**config.mk**
```make
export PLATFORM = sky130hd
export DESIGN_NAME = epoch_seconds_to_calendar_date_unit
export DESIGN_NICKNAME = d
export VERILOG_FILES = /design/src/rtl/edc_pkg.sv /design/src/rtl/edc_cfg.sv /design/src/rtl/edc_split.sv /design/src/rtl/edc_cal.sv /design/src/rtl/edc_tod.sv /design/src/rtl/epoch_seconds_to_calendar_date_unit.sv
export SDC_FILE = /design/constraint.sdc
export NUM_CORES = 2
export LEC_CHECK = 0
export BUFFER_PORTS_ARGS = -buffer_cell sky130_fd_sc_hd__buf_2
export CAP_MARGIN = 20
export CORE_MARGIN = 1
export CORE_UTILIZATION = 65
export CTS_CLUSTER_SIZE = 25
export DETAILED_ROUTE_END_ITERATION = 16
export GPL_ROUTABILITY_DRIVEN = 0
export GPL_TIMING_DRIVEN = 0
export PLACE_DENSITY = 0.89
export SKIP_LAST_GASP = 1
export SLEW_MARGIN = 20
export SYNTH_ARGS = -nofsm -noshare
export SYNTH_HDL_FRONTEND = slang
export SYNTH_SLANG_ARGS = --single-unit
export TNS_END_PERCENT = 20
```
**constraint.sdc**
```tcl
create_clock -name i_clk -period 13.8 [get_ports i_clk]
set_input_delay 3.45 -clock i_clk [delete_from_list [all_inputs] [get_ports i_clk]]
set_output_delay 3.45 -clock i_clk [all_outputs]
set_load 0.02 [all_outputs]
```
**src/rtl/edc_pkg.sv**
```systemverilog
`default_nettype none
// ---------------------------------------------------------------------------
// edc_pkg: shared types and constants for the epoch-to-date converter
// Word formats, pipeline control, register address and the divide-by-
// constant reciprocals used by the conversion stages.
// ---------------------------------------------------------------------------
package edc_pkg;

    localparam int OFFSET_W = 11;
    localparam int EPOCH_W  = 31;
    localparam int DAYS_W   = 15;
    localparam int SECS_W   = 17;
    localparam int ADDR_W   = 2;
    localparam int DATA_W   = 32;

    typedef struct packed {
        logic                 mode;
        logic [EPOCH_W-1:0]   epoch_seconds;
    } t_in_word;

    typedef struct packed {
        logic [5:0] second;
        logic [5:0] minute;
        logic [4:0] hour;
        logic [4:0] day_of_month;
        logic [3:0] month_index;
        logic [7:0] years_since_1900;
        logic [2:0] weekday;
        logic [8:0] day_of_year;
        logic       range_error;
    } t_out_word;

    typedef struct packed {
        logic valid;
        logic err;
    } t_pipe_ctl;

    localparam logic [ADDR_W-1:0] ADDR_ZONE_OFFSET = 2'd0;

    // Seconds per day is 2^7 * 675, so the day count is (t >> 7) / 675.
    localparam int            DAY_SHIFT   = 34;
    localparam int            DAY_DIV     = 675;
    localparam logic [24:0]   DAY_RECIP   =
        25'(((64'd1 << DAY_SHIFT) + DAY_DIV - 1) / DAY_DIV);
    localparam logic [31:0]   SECS_PER_DAY = 32'd86400;

    // Four-year cycles counted from 1968-01-01, which is a leap year.
    localparam int            CYC_SHIFT   = 26;
    localparam int            CYC_DIV     = 1461;
    localparam logic [15:0]   CYC_RECIP   =
        16'(((64'd1 << CYC_SHIFT) + CYC_DIV - 1) / CYC_DIV);
    localparam logic [14:0]   DAYS_PER_CYCLE = 15'(CYC_DIV);
    localparam logic [14:0]   DAYS_1968_TO_EPOCH = 15'd731;
    localparam logic [10:0]   CYC_YEAR1 = 11'd366;
    localparam logic [10:0]   CYC_YEAR2 = 11'd731;
    localparam logic [10:0]   CYC_YEAR3 = 11'd1096;
    localparam logic [7:0]    YEAR_1968 = 8'd68;

    localparam int            WD_SHIFT    = 18;
    localparam int            WD_DIV      = 7;
    localparam logic [15:0]   WD_RECIP    =
        16'(((64'd1 << WD_SHIFT) + WD_DIV - 1) / WD_DIV);
    localparam logic [14:0]   WD_DIV15    = 15'(WD_DIV);
    localparam logic [14:0]   WD_BIAS     = 15'd4;

    localparam int            HOUR_SHIFT  = 29;
    localparam int            HOUR_DIV    = 3600;
    localparam logic [17:0]   HOUR_RECIP  =
        18'(((64'd1 << HOUR_SHIFT) + HOUR_DIV - 1) / HOUR_DIV);
    localparam logic [16:0]   SECS_PER_HOUR = 17'(HOUR_DIV);

    localparam int            MIN_SHIFT   = 18;
    localparam int            MIN_DIV     = 60;
    localparam logic [12:0]   MIN_RECIP   =
        13'(((64'd1 << MIN_SHIFT) + MIN_DIV - 1) / MIN_DIV);
    localparam logic [11:0]   SECS_PER_MIN = 12'(MIN_DIV);

    localparam logic [8:0]    FEB28_YDAY  = 9'd58;
    localparam logic [8:0]    FEB29_YDAY  = 9'd59;

    // Days before the first of each month in a common year.
    function automatic logic [8:0] cum_days(input logic [3:0] month);
        logic [8:0] d;
        case (month)
            4'd0:    d = 9'd0;
            4'd1:    d = 9'd31;
            4'd2:    d = 9'd59;
            4'd3:    d = 9'd90;
            4'd4:    d = 9'd120;
            4'd5:    d = 9'd151;
            4'd6:    d = 9'd181;
            4'd7:    d = 9'd212;
            4'd8:    d = 9'd243;
            4'd9:    d = 9'd273;
            4'd10:   d = 9'd304;
            4'd11:   d = 9'd334;
            default: d = 9'd0;
        endcase
        return d;
    endfunction

endpackage
`default_nettype wire

```
**src/rtl/edc_cfg.sv**
```systemverilog
`default_nettype none
// ---------------------------------------------------------------------------
// edc_cfg: configuration register port
// APB-style slave holding the signed time-zone offset in minutes.
// ---------------------------------------------------------------------------
module edc_cfg (
    input  wire logic                            i_clk,
    input  wire logic                            i_rst_n,
    input  wire logic                            psel,
    input  wire logic                            penable,
    input  wire logic                            pwrite,
    input  wire logic [edc_pkg::ADDR_W-1:0]      paddr,
    input  wire logic [edc_pkg::DATA_W-1:0]      pwdata,
    output logic      [edc_pkg::DATA_W-1:0]      prdata,
    output logic                                 pready,
    output logic      [edc_pkg::OFFSET_W-1:0]    o_zone
);

    logic [edc_pkg::OFFSET_W-1:0] r_zone;
    logic [edc_pkg::OFFSET_W-1:0] n_zone;
    logic                         wr_zone;

    assign wr_zone = psel && penable && pwrite && (paddr == edc_pkg::ADDR_ZONE_OFFSET);

    always_comb begin
        n_zone = r_zone;
        if (wr_zone) begin
            n_zone = pwdata[edc_pkg::OFFSET_W-1:0];
        end
    end

    always_ff @(posedge i_clk) begin
        if (!i_rst_n) begin
            r_zone <= '0;
        end else begin
            r_zone <= n_zone;
        end
    end

    always_comb begin
        prdata = '0;
        if (paddr == edc_pkg::ADDR_ZONE_OFFSET) begin
            prdata = {{(edc_pkg::DATA_W-edc_pkg::OFFSET_W){r_zone[edc_pkg::OFFSET_W-1]}},
                      r_zone};
        end
    end

    assign pready = 1'b1;
    assign o_zone = r_zone;

endmodule
`default_nettype wire

```
**src/rtl/edc_split.sv**
```systemverilog
`default_nettype none
// ---------------------------------------------------------------------------
// edc_split: zone adjustment and day split
// Three stages: offset add with range check, day count by reciprocal
// multiply, and seconds within the day.
// ---------------------------------------------------------------------------
module edc_split (
    input  wire logic                          i_clk,
    input  wire logic                          i_rst_n,
    input  wire logic                          i_accept,
    input  wire edc_pkg::t_in_word             i_data,
    input  wire logic [edc_pkg::OFFSET_W-1:0]  i_zone,
    output edc_pkg::t_pipe_ctl                 o_ctl,
    output logic      [edc_pkg::DAYS_W-1:0]    o_days,
    output logic      [edc_pkg::SECS_W-1:0]    o_secs
);

    // Stage 0: adjusted time.
    logic signed [16:0] zone_x;
    logic signed [16:0] offset;
    logic signed [32:0] adj;
    edc_pkg::t_pipe_ctl n0_ctl, r0_ctl;
    logic [30:0]        n0_t, r0_t;

    always_comb begin
        zone_x = 17'($signed(i_zone));
        offset = (zone_x <<< 6) - (zone_x <<< 2);
        adj    = $signed({2'b00, i_data.epoch_seconds})
               + (i_data.mode ? 33'(offset) : 33'sd0);
        n0_ctl.valid = i_accept;
        // Negative, or beyond the signed 32-bit range.
        n0_ctl.err   = adj[32] | adj[31];
        n0_t         = adj[30:0];
    end

    // Stage 1: day count.
    logic [48:0]        day_prod;
    edc_pkg::t_pipe_ctl r1_ctl;
    logic [30:0]        r1_t;
    logic [14:0]        n1_days, r1_days;

    always_comb begin
        day_prod = {25'b0, r0_t[30:7]} * {24'b0, edc_pkg::DAY_RECIP};
        n1_days  = day_prod[edc_pkg::DAY_SHIFT +: 15];
    end

    // Stage 2: seconds within the day.
    logic [31:0]        sec_full;
    edc_pkg::t_pipe_ctl r2_ctl;
    logic [14:0]        r2_days;
    logic [16:0]        n2_secs, r2_secs;

    always_comb begin
        sec_full = {1'b0, r1_t} - ({17'b0, r1_days} * edc_pkg::SECS_PER_DAY);
        n2_secs  = sec_full[16:0];
    end

    always_ff @(posedge i_clk) begin
        if (!i_rst_n) begin
            r0_ctl <= '0;
            r1_ctl <= '0;
            r2_ctl <= '0;
        end else begin
            r0_ctl <= n0_ctl;
            r1_ctl <= r0_ctl;
            r2_ctl <= r1_ctl;
        end
    end

    always_ff @(posedge i_clk) begin
        r0_t    <= n0_t;
        r1_t    <= r0_t;
        r1_days <= n1_days;
        r2_days <= r1_days;
        r2_secs <= n2_secs;
    end

    assign o_ctl  = r2_ctl;
    assign o_days = r2_days;
    assign o_secs = r2_secs;

endmodule
`default_nettype wire

```
**src/rtl/edc_cal.sv**
```systemverilog
`default_nettype none
// ---------------------------------------------------------------------------
// edc_cal: calendar date from day count
// Four stages: four-year cycle and weekday quotients, remainders, year
// within the cycle, then month and day of month from the month table.
// ---------------------------------------------------------------------------
module edc_cal (
    input  wire logic                        i_clk,
    input  wire logic                        i_rst_n,
    input  wire edc_pkg::t_pipe_ctl          i_ctl,
    input  wire logic [edc_pkg::DAYS_W-1:0]  i_days,
    output edc_pkg::t_pipe_ctl               o_ctl,
    output logic      [7:0]                  o_year,
    output logic      [8:0]                  o_yday,
    output logic      [3:0]                  o_month,
    output logic      [4:0]                  o_mday,
    output logic      [2:0]                  o_weekday
);

    // Stage 1: quotients by reciprocal multiply.
    logic [14:0] n1_d, n1_w;
    logic [30:0] cyc_prod, wd_prod;
    logic [4:0]  n1_cyc;
    logic [11:0] n1_wq;
    edc_pkg::t_pipe_ctl r1_ctl;
    logic [14:0] r1_d, r1_w;
    logic [4:0]  r1_cyc;
    logic [11:0] r1_wq;

    always_comb begin
        n1_d     = i_days + edc_pkg::DAYS_1968_TO_EPOCH;
        n1_w     = i_days + edc_pkg::WD_BIAS;
        cyc_prod = {16'b0, n1_d} * {15'b0, edc_pkg::CYC_RECIP};
        wd_prod  = {16'b0, n1_w} * {15'b0, edc_pkg::WD_RECIP};
        n1_cyc   = cyc_prod[edc_pkg::CYC_SHIFT +: 5];
        n1_wq    = wd_prod[edc_pkg::WD_SHIFT +: 12];
    end

    // Stage 2: remainders.
    logic [14:0] r_full, wd_full;
    logic [10:0] n2_r;
    logic [2:0]  n2_wd;
    edc_pkg::t_pipe_ctl r2_ctl;
    logic [10:0] r2_r;
    logic [4:0]  r2_cyc;
    logic [2:0]  r2_wd;

    always_comb begin
        r_full  = r1_d - (15'(r1_cyc) * edc_pkg::DAYS_PER_CYCLE);
        wd_full = r1_w - (15'(r1_wq) * edc_pkg::WD_DIV15);
        n2_r    = r_full[10:0];
        n2_wd   = wd_full[2:0];
    end

    // Stage 3: year within the cycle; its first year is the leap year.
    // Within 1970..2038 every fourth year is leap, 2000 included.
    logic [1:0]  yi;
    logic [10:0] ybase, yday_full;
    logic [8:0]  n3_yday;
    logic [7:0]  n3_year;
    logic        n3_leap;
    edc_pkg::t_pipe_ctl r3_ctl;
    logic [8:0]  r3_yday;
    logic [7:0]  r3_year;
    logic        r3_leap;
    logic [2:0]  r3_wd;

    always_comb begin
        if (r2_r >= edc_pkg::CYC_YEAR3) begin
            yi    = 2'd3;
            ybase = edc_pkg::CYC_YEAR3;
        end else if (r2_r >= edc_pkg::CYC_YEAR2) begin
            yi    = 2'd2;
            ybase = edc_pkg::CYC_YEAR2;
        end else if (r2_r >= edc_pkg::CYC_YEAR1) begin
            yi    = 2'd1;
            ybase = edc_pkg::CYC_YEAR1;
        end else begin
            yi    = 2'd0;
            ybase = '0;
        end
        yday_full = r2_r - ybase;
        n3_yday   = yday_full[8:0];
        n3_leap   = (yi == 2'd0);
        n3_year   = edc_pkg::YEAR_1968 + {1'b0, r2_cyc, 2'b00} + {6'b0, yi};
    end

    // Stage 4: month and day of month.
    logic [8:0]  work, mday_full;
    logic        feb29;
    logic [3:0]  n4_month;
    logic [4:0]  n4_mday;
    edc_pkg::t_pipe_ctl r4_ctl;
    logic [8:0]  r4_yday;
    logic [7:0]  r4_year;
    logic [3:0]  r4_month;
    logic [4:0]  r4_mday;
    logic [2:0]  r4_wd;

    always_comb begin
        feb29 = r3_leap && (r3_yday == edc_pkg::FEB29_YDAY);
        work  = (r3_leap && (r3_yday > edc_pkg::FEB28_YDAY)) ? r3_yday - 9'd1 : r3_yday;
        n4_month = 4'd0;
        for (int m = 1; m < 12; m++) begin
            if (edc_pkg::cum_days(4'(m)) <= work) begin
                n4_month = 4'(m);
            end
        end
        mday_full = 9'd1 + {8'b0, feb29} + work - edc_pkg::cum_days(n4_month);
        n4_mday   = mday_full[4:0];
    end

    always_ff @(posedge i_clk) begin
        if (!i_rst_n) begin
            r1_ctl <= '0;
            r2_ctl <= '0;
            r3_ctl <= '0;
            r4_ctl <= '0;
        end else begin
            r1_ctl <= i_ctl;
            r2_ctl <= r1_ctl;
            r3_ctl <= r2_ctl;
            r4_ctl <= r3_ctl;
        end
    end

    always_ff @(posedge i_clk) begin
        r1_d     <= n1_d;
        r1_w     <= n1_w;
        r1_cyc   <= n1_cyc;
        r1_wq    <= n1_wq;
        r2_r     <= n2_r;
        r2_cyc   <= r1_cyc;
        r2_wd    <= n2_wd;
        r3_yday  <= n3_yday;
        r3_year  <= n3_year;
        r3_leap  <= n3_leap;
        r3_wd    <= r2_wd;
        r4_yday  <= r3_yday;
        r4_year  <= r3_year;
        r4_month <= n4_month;
        r4_mday  <= n4_mday;
        r4_wd    <= r3_wd;
    end

    assign o_ctl     = r4_ctl;
    assign o_year    = r4_year;
    assign o_yday    = r4_yday;
    assign o_month   = r4_month;
    assign o_mday    = r4_mday;
    assign o_weekday = r4_wd;

endmodule
`default_nettype wire

```
**src/rtl/edc_tod.sv**
```systemverilog
`default_nettype none
// ---------------------------------------------------------------------------
// edc_tod: time of day from seconds within the day
// Four stages matched to the calendar path: hour quotient, hour remainder,
// minute quotient, minute remainder.
// ---------------------------------------------------------------------------
module edc_tod (
    input  wire logic                        i_clk,
    input  wire logic [edc_pkg::SECS_W-1:0]  i_secs,
    output logic      [4:0]                  o_hour,
    output logic      [5:0]                  o_minute,
    output logic      [5:0]                  o_second
);

    logic [34:0] hour_prod;
    logic [4:0]  n1_hour, r1_hour;
    logic [16:0] r1_secs;

    logic [16:0] rem_full;
    logic [11:0] n2_rem, r2_rem;
    logic [4:0]  r2_hour;

    logic [24:0] min_prod;
    logic [5:0]  n3_min, r3_min;
    logic [11:0] r3_rem;
    logic [4:0]  r3_hour;

    logic [11:0] sec_full;
    logic [5:0]  n4_sec, r4_sec, r4_min;
    logic [4:0]  r4_hour;

    always_comb begin
        hour_prod = {18'b0, i_secs} * {17'b0, edc_pkg::HOUR_RECIP};
        n1_hour   = hour_prod[edc_pkg::HOUR_SHIFT +: 5];
        rem_full  = r1_secs - (17'(r1_hour) * edc_pkg::SECS_PER_HOUR);
        n2_rem    = rem_full[11:0];
        min_prod  = {13'b0, r2_rem} * {12'b0, edc_pkg::MIN_RECIP};
        n3_min    = min_prod[edc_pkg::MIN_SHIFT +: 6];
        sec_full  = r3_rem - (12'(r3_min) * edc_pkg::SECS_PER_MIN);
        n4_sec    = sec_full[5:0];
    end

    always_ff @(posedge i_clk) begin
        r1_secs <= i_secs;
        r1_hour <= n1_hour;
        r2_rem  <= n2_rem;
        r2_hour <= r1_hour;
        r3_rem  <= r2_rem;
        r3_min  <= n3_min;
        r3_hour <= r2_hour;
        r4_sec  <= n4_sec;
        r4_min  <= r3_min;
        r4_hour <= r3_hour;
    end

    assign o_hour   = r4_hour;
    assign o_minute = r4_min;
    assign o_second = r4_sec;

endmodule
`default_nettype wire

```
**src/rtl/epoch_seconds_to_calendar_date_unit.sv**
```systemverilog
`default_nettype none
// ---------------------------------------------------------------------------
// epoch_seconds_to_calendar_date_unit: epoch seconds to calendar date
// Converts a seconds count since 1970-01-01 to time of day and date.
// ---------------------------------------------------------------------------
// Usage:
//   An input word (mode, epoch_seconds) is taken at each rising edge with
//   start high and busy low. busy is high only while reset is held, so a new
//   word can be given in every cycle: one word per cycle sustained.
//   Each result word appears on o_data with o_done high for one cycle,
//   after its input has passed the seven register stages: zone add, day
//   quotient, seconds of day, then four stages in which the calendar and
//   time-of-day paths run side by side.
//   In local mode the zone offset register (APB address 0, signed minutes)
//   is added first. An adjusted time that is negative or above the signed
//   32-bit range gives range_error with all other fields zero.
//   The receiver has no way to stall the block; results are never held.
//   Reset clears the pipeline valid bits and sets the zone offset to zero;
//   words in flight at reset are dropped.
// ---------------------------------------------------------------------------
module epoch_seconds_to_calendar_date_unit (
    input  wire logic                          i_clk,
    input  wire logic                          i_rst_n,
    input  wire logic                          start,
    output logic                               busy,
    input  wire edc_pkg::t_in_word             i_data,
    output logic                               o_done,
    output edc_pkg::t_out_word                 o_data,
    input  wire logic                          psel,
    input  wire logic                          penable,
    input  wire logic                          pwrite,
    input  wire logic [edc_pkg::ADDR_W-1:0]    paddr,
    input  wire logic [edc_pkg::DATA_W-1:0]    pwdata,
    output logic      [edc_pkg::DATA_W-1:0]    prdata,
    output logic                               pready
);

    logic [edc_pkg::OFFSET_W-1:0] zone;
    logic                         accept;
    edc_pkg::t_pipe_ctl           split_ctl, cal_ctl;
    logic [edc_pkg::DAYS_W-1:0]   days;
    logic [edc_pkg::SECS_W-1:0]   secs;
    logic [7:0]                   year;
    logic [8:0]                   yday;
    logic [3:0]                   month;
    logic [4:0]                   mday;
    logic [2:0]                   weekday;
    logic [4:0]                   hour;
    logic [5:0]                   minute;
    logic [5:0]                   second;

    assign busy   = !i_rst_n;
    assign accept = start && !busy;

    edc_cfg u_cfg (
        .i_clk   (i_clk),
        .i_rst_n (i_rst_n),
        .psel    (psel),
        .penable (penable),
        .pwrite  (pwrite),
        .paddr   (paddr),
        .pwdata  (pwdata),
        .prdata  (prdata),
        .pready  (pready),
        .o_zone  (zone)
    );

    edc_split u_split (
        .i_clk    (i_clk),
        .i_rst_n  (i_rst_n),
        .i_accept (accept),
        .i_data   (i_data),
        .i_zone   (zone),
        .o_ctl    (split_ctl),
        .o_days   (days),
        .o_secs   (secs)
    );

    edc_cal u_cal (
        .i_clk     (i_clk),
        .i_rst_n   (i_rst_n),
        .i_ctl     (split_ctl),
        .i_days    (days),
        .o_ctl     (cal_ctl),
        .o_year    (year),
        .o_yday    (yday),
        .o_month   (month),
        .o_mday    (mday),
        .o_weekday (weekday)
    );

    edc_tod u_tod (
        .i_clk    (i_clk),
        .i_secs   (secs),
        .o_hour   (hour),
        .o_minute (minute),
        .o_second (second)
    );

    assign o_done = cal_ctl.valid;

    always_comb begin
        o_data = '0;
        o_data.range_error = cal_ctl.err;
        if (!cal_ctl.err) begin
            o_data.second           = second;
            o_data.minute           = minute;
            o_data.hour             = hour;
            o_data.day_of_month     = mday;
            o_data.month_index      = month;
            o_data.years_since_1900 = year;
            o_data.weekday          = weekday;
            o_data.day_of_year      = yday;
        end
    end

`ifndef SYNTHESIS
    a_latency: assert property (@(posedge i_clk) disable iff (!i_rst_n)
        start && !busy |-> ##7 o_done)
        else $error("accepted word did not produce a result after seven cycles");

    a_no_spurious: assert property (@(posedge i_clk) disable iff (!i_rst_n)
        o_done |-> $past(start && !busy, 7))
        else $error("result without a matching accepted word");

    a_err_zero: assert property (@(posedge i_clk) disable iff (!i_rst_n)
        o_done && o_data.range_error |->
            o_data.day_of_month == 5'd0 && o_data.years_since_1900 == 8'd0 &&
            o_data.hour == 5'd0 && o_data.day_of_year == 9'd0)
        else $error("date fields not cleared on range error");

    a_date_sane: assert property (@(posedge i_clk) disable iff (!i_rst_n)
        o_done && !o_data.range_error |->
            o_data.day_of_month != 5'd0 && o_data.month_index <= 4'd11 &&
            o_data.years_since_1900 >= 8'd70 && o_data.hour <= 5'd23 &&
            o_data.minute <= 6'd59 && o_data.second <= 6'd59)
        else $error("converted date out of range");
`endif

endmodule
`default_nettype wire

```
After elaboration in Yosys (flattened, before gate mapping)
Memories as Yosys holds them, arrays and structs flattened.
Cells that the tools add are included.
{"block": "totals", "latch_bits": 0, "out_inout_bits": 82, "memories": 1, "mem_bits_rw": 0, "romBits": 144, "wordCells": 120, "input_bits": 72, "regBits": 288}
{"block": "classes", "n_lt_le_gt_ge": 15, "addsub": 16, "bitwise": 1, "eq_ne": 1, "shifts": 0, "n_mux": 21, "n_reduce_logical": 9, "div": 0, "mul": 10}
{"name": "(no name shown)", "depth": 16, "word_bits": 9, "rd": 1, "rd_clocked_by_memory_dff": 0, "write_ports": 0, "line": "edc_pkg.sv:84", "rtl": "case (month)"}
{"cell": "$mul 24x25->49 const B", "n": 1}
{"cell": "$mux 46", "n": 1}
{"cell": "$le 8x9->1 const A", "n": 4}
{"cell": "$mux 9", "n": 4}
{"cell": "$mul 17x18->34 const B", "n": 1}
{"cell": "$add 32x33->33", "n": 1}
{"cell": "$mux 33", "n": 1}
{"cell": "$mux 32", "n": 1}
{"cell": "$mul 15x15->30 const B", "n": 1}
{"cell": "$mul 15x15->29 const B", "n": 1}
{"cell": "$le 9x9->1 const A", "n": 3}
{"cell": "$mul 12x12->23 const B", "n": 1}
{"cell": "$le 7x9->1 const A", "n": 2}
{"cell": "$sub 17x13->17", "n": 1}
{"cell": "$sub 17x17->17", "n": 1}
{"cell": "$mux 4", "n": 4}
{"cell": "$add 15x10->15 const B", "n": 1}
{"cell": "$add 15x3->15 const B", "n": 1}
{"cell": "$mul 15x10->10 const B", "n": 1}
{"cell": "$mul 12x3->3 const B", "n": 1}
{"cell": "$mux 3", "n": 4}
{"cell": "$sub 12x12->12", "n": 1}
{"cell": "$ge 11x10->1 const B", "n": 1}
{"cell": "$ge 11x11->1 const B", "n": 1}
{"cell": "other kinds (24)", "n": 34}

Longest topological paths before layout
An unclocked memory read counts as a cell.
{"block": "logic_depth", "ltp_word": 17, "mapped_depth": 33, "ltp_nobuf": 32}

Modules after synthesis
A second synthesis with hierarchy kept.
{"block": "unflattened", "hier_cells": 3450, "area_unflattened_um2": 34149.0}
{"mod": "edc_split", "n_inst": 1, "area_per_inst_um2": 13932.1, "seq_area_each_um2": 2021.9, "cells_per_inst": 1415}
{"mod": "edc_cal", "n_inst": 1, "area_per_inst_um2": 11591.1, "seq_area_each_um2": 1981.9, "cells_per_inst": 1149}
{"mod": "edc_tod", "n_inst": 1, "area_per_inst_um2": 7604.8, "seq_area_each_um2": 1361.3, "cells_per_inst": 750}
{"mod": "edc_cfg", "n_inst": 1, "area_per_inst_um2": 701.9, "seq_area_each_um2": 220.2, "cells_per_inst": 84}
{"mod": "epoch_seconds_to_calendar_date_unit", "n_inst": 1, "area_per_inst_um2": 319.1, "seq_area_each_um2": 0.0, "cells_per_inst": 52}

Least setup slack after synthesis
No wires, ideal clock.
{"block": "synth_path", "kind": "input to output", "from": "input paddr[1] (netlist name)", "to": "output prdata[11] (netlist name)", "t_arrival_ps": 5542, "path_slack_ps": 4808, "path_buffers": 2, "required_ps": 10350, "path_stages": 3, "cell_sequence": "clkbuf_1 -> nor3_1 -> buf_4"}
{"block": "synth_between", "elab_chain_cells": 2}
{"item": "start: declaration", "line": "epoch_seconds_to_calendar_date_unit.sv:32", "rtl": "input wire logic [edc_pkg::ADDR_W-1:0] paddr,"}
{"item": "$logic_not 2->1", "line": "edc_cfg.sv:42", "rtl": "if (paddr == edc_pkg::ADDR_ZONE_OFFSET) begin"}
{"item": "$mux 32", "line": "edc_cfg.sv:42"}
{"item": "end: declaration", "line": "epoch_seconds_to_calendar_date_unit.sv:34", "rtl": "output logic [edc_pkg::DATA_W-1:0] prdata,"}
No other way between the ends.

Worst setup path in the final report
{"block": "layout_path", "from": "register u_split.r2_days[0], in the netlist u_split.o_days[0]", "to": "register u_cal.r1_cyc[4]"}
{"block": "layout_between", "elab_chain_cells": 2}
{"item": "start: declaration", "line": "edc_split.sv:50", "rtl": "logic [14:0] r2_days;"}
{"item": "start signal: assignment", "line": "edc_split.sv:74", "rtl": "r2_days <= r1_days;"}
{"item": "$add 15x10->15", "line": "edc_cal.sv:31", "rtl": "n1_d = i_days + edc_pkg::DAYS_1968_TO_EPOCH;"}
{"item": "$mul 15x15->30", "line": "edc_cal.sv:33", "rtl": "cyc_prod = {16'b0, n1_d} * {15'b0, edc_pkg::CYC_RECIP};"}
{"item": "named net u_cal.cyc_prod[30]", "line": "edc_cal.sv:22", "rtl": "logic [30:0] cyc_prod, wd_prod;"}
{"item": "end signal: assignment", "line": "edc_cal.sv:130", "rtl": "r1_cyc <= n1_cyc;"}
{"item": "end: declaration", "line": "edc_cal.sv:27", "rtl": "logic [4:0] r1_cyc;"}
The timed path passes the listed nets, and every way through them passes these cells.
A chain may end at the register's enable or synchronous reset.

==> run summary <==
initial antenna violation count: 1
CP Max Fanout: 6
Max Cap Violations: 0
actual slew at the worst max-slew pin: 0.977 ns
Async SR Flop Fraction: 0%
Hold Violations, Final: 0
total CTS buffers: 30
DP HPWL: 59900 µm
grt ovf: 0
final WL: 75600 µm
drt wl/cell: 18.5 µm
critical path's largest stage delay: 0.54 ns
CP required: 14.24 ns
starting density of the core: 66.5%
fmax: 0.111 GHz
Worst path slowest cell: fa_1
sequential area share after synthesis: 17.0%
Yosys reg bits: 279
Crit. End Element: flop
Mapped Cells: 3231
Post-CTS Hold Fix Bufs: 0
Fin Setup TNS: 0 ns
commonest cells after routing, fill and taps aside: ha_1, inv_1, fa_1, dfxtp_1, buf_2
clock buffer depth: 3
Hold Path Stages: 0
Final #Nets: 4664
worst path arrival time: 9.46 ns
reg2reg start: u_split.o_days[0]
Hold WS: 0.323 ns
Slew headroom: 34.4%
number of fill cells: 3151
DR DRC count: 0
die height: 227 µm
Initial DRC Count: 1279
CP delay by family, top: adder cells
Ys Warns: 0
outcome: complete, no violations
Reg2Reg Depth: 31
share of layout cells above drive strength 1: 6.96%
CTS tree: yes
core area: 0.0494 mm²
Max Slew Vio Count: 0
Sink Count: 279
post-CTS setup buffers: 0
# resized after CTS: 0
I/O Buffers: 129
synth unique cells: 74
first-pass iteration count of the detailed router: 5
vias in the first global route: 25700
worst path bufs/invs: 7
crit share post-route: 65.3%
type of origin of the critical path: flop
largest net degree at the start of global routing: 18
cell area after layout: 0.0354 mm²
Synth Flop Type: dfxtp_1
Top-Level Pins: 154
total die area: 0.0514 mm²
Die X: 227 µm
row count: 81
final worst clock skew: 0.0271 ns
RSZ-0062 raised after global routing: false
clock root buffer: clkbuf_16
dpl cell area: 0.0343 mm²
Post-synth EDFFs: 0
Setup Crit Path Kind: reg2reg
synthesis-to-layout area growth: 7.93%
worst r2r dst: u_cal.r1_cyc[4]
commonest non-fill, non-tap cell in the layout: ha_1
first-pass GRT wire length: 124000 µm
antenna viol nets, final: 0
GRT Total Usage: 30.8%
Reg clk slew, reported paths: 0.07 ns
H-tree levels: 1
DR vias/cell: 5.68
final setup vio count: 0
via count: 23200
flop-to-flop setup slack: 4.79 ns
Cell Area, Synth: 0.0328 mm²
clock period minus worst slack: 9.01 ns
Mapped Nets: 4501
Clock Latency Late Sink: 0.61 ns
HP Class: reg2reg
synthesized area per cell: 10.2 µm²
WHS Endpoint: u_tod.r2_rem[0]
hold_sp: u_tod.r1_secs[0]
-- routing by layer --
layer	global-route usage (%)	up-vias	wire, µm
met2	56.4	913	38900
met5	0	-	0
met3	4.59	322	4400
met1	34.0	11200	27900
met4	17.0	0	4290
li1	-	10800	-
-- final cells by class --
type | instances | area [µm²] | share of cell area, %
repair buffers | 131 | 668 | 1.89
clock buffers | 35 | 800 | 2.26
flip-flops and latches | 279 | 5590 | 15.8
plain buffers | 45 | 263 | 0.742
well taps | 664 | 831 | 2.34
inverters | 739 | 2770 | 7.83
clock inverters | 21 | 290 | 0.819
diodes | 1 | 2.50 | 0.00706
multi-input cells | 2168 | 24200 | 68.3
-- metrics by stage --
step	instances	worst slack, ns	util, %
after floorplan	3231	4.81	-
after global placement	4024	4.72	69.5
after detailed placement	4026	5.31	69.6
after CTS	4082	4.88	71.8
after global routing	4082	4.22	71.8
final	4083	4.79	71.8
-- how the worst max path moves through the flow --
stage                                 start               to  cells after the start
after floorplan                    paddr[1]       prdata[11]                      3
after global placement             paddr[1]       prdata[20]                      4
after detailed placement  u_split.o_days[0]  u_cal.r1_cyc[4]                     31
after CTS                 u_split.o_days[0]  u_cal.r1_cyc[4]                     31
after global routing      u_split.o_days[0]  u_cal.r1_cyc[4]                     32
final                     u_split.o_days[0]  u_cal.r1_cyc[4]                     31
-- cells in the mapped netlist (3+ instances only) --
library cell  instances  share of area (%)
ha_1                810                 31
inv_1               738                8.4
fa_1                388                 24
dfxtp_1             279                 17
xnor2_1             129                3.4
a21oi_1             107                1.6
nor2_1               98                1.1
nor2b_1              67                1.3
o21ai_0              65               0.99
a21o_1               64                1.5
nand2_1              63               0.72
xor2_1               60                1.6
nor3_1               28               0.43
nand3_1              27               0.41
and2_1               24               0.46
buf_4                22               0.50
o21bai_1             21               0.48
o21a_1               20               0.46
clkbuf_1             18               0.21
a31oi_1              15               0.29
and3_1               14               0.27
mux2i_1              14               0.43
nand4_1              14               0.27
a211oi_1             13               0.30
nand2b_1             13               0.25
o211ai_1             10               0.23
nor4_1                9               0.17
a211o_1               8               0.21
o31ai_1               8               0.18
or2_2                 7               0.13
o2111ai_1             6               0.16
or3_1                 5              0.095
a21boi_0              4              0.091
o21ai_1               4              0.061
o31a_1                4               0.11
a31o_2                3              0.080
a41o_1                3              0.091
buf_2                 3              0.046
-- registers in the layout, indices dropped and copies added (netlist names), 6 cells and up --
register	flops
u_split.r1_t	17
u_split.r1_days	15
u_cal.r3_year	8
u_tod.o_minute	6
u_cal.o_year	8
u_split.r0_t	31
u_cal.o_yday	9
u_tod.r3_rem	6
u_cfg.o_zone	11
u_split.o_days	15
u_tod.r3_min	6
u_tod.r2_rem	12
u_cal.r1_d	11
u_cal.r2_r	11
u_cal.r3_yday	9
u_split.o_secs	17
u_tod.r1_secs	12
u_tod.o_second	6
-- cell families (layout without fill, tap and decap cells) --
| logic type | count (synthesis) | after routing | synth area share, % |
|---|---|---|---|
| AOI/OAI and AO/OA | 384 | 384 | 7.64 |
| xor gates and xnor gates | 190 | 190 | 5.12 |
| adders and majority gates | 1198 | 1198 | 54.5 |
| buffers and inverters | 784 | 971 | 9.25 |
| DFF | 279 | 279 | 17.0 |
| muxes | 16 | 16 | 0.495 |
| other | 1 | 2 | 0.0114 |
| and+or+nand+nor | 379 | 379 | 5.94 |
Power is not shown: default switching activity piles up to over one toggle a cycle in this logic, so the estimate is an artifact.
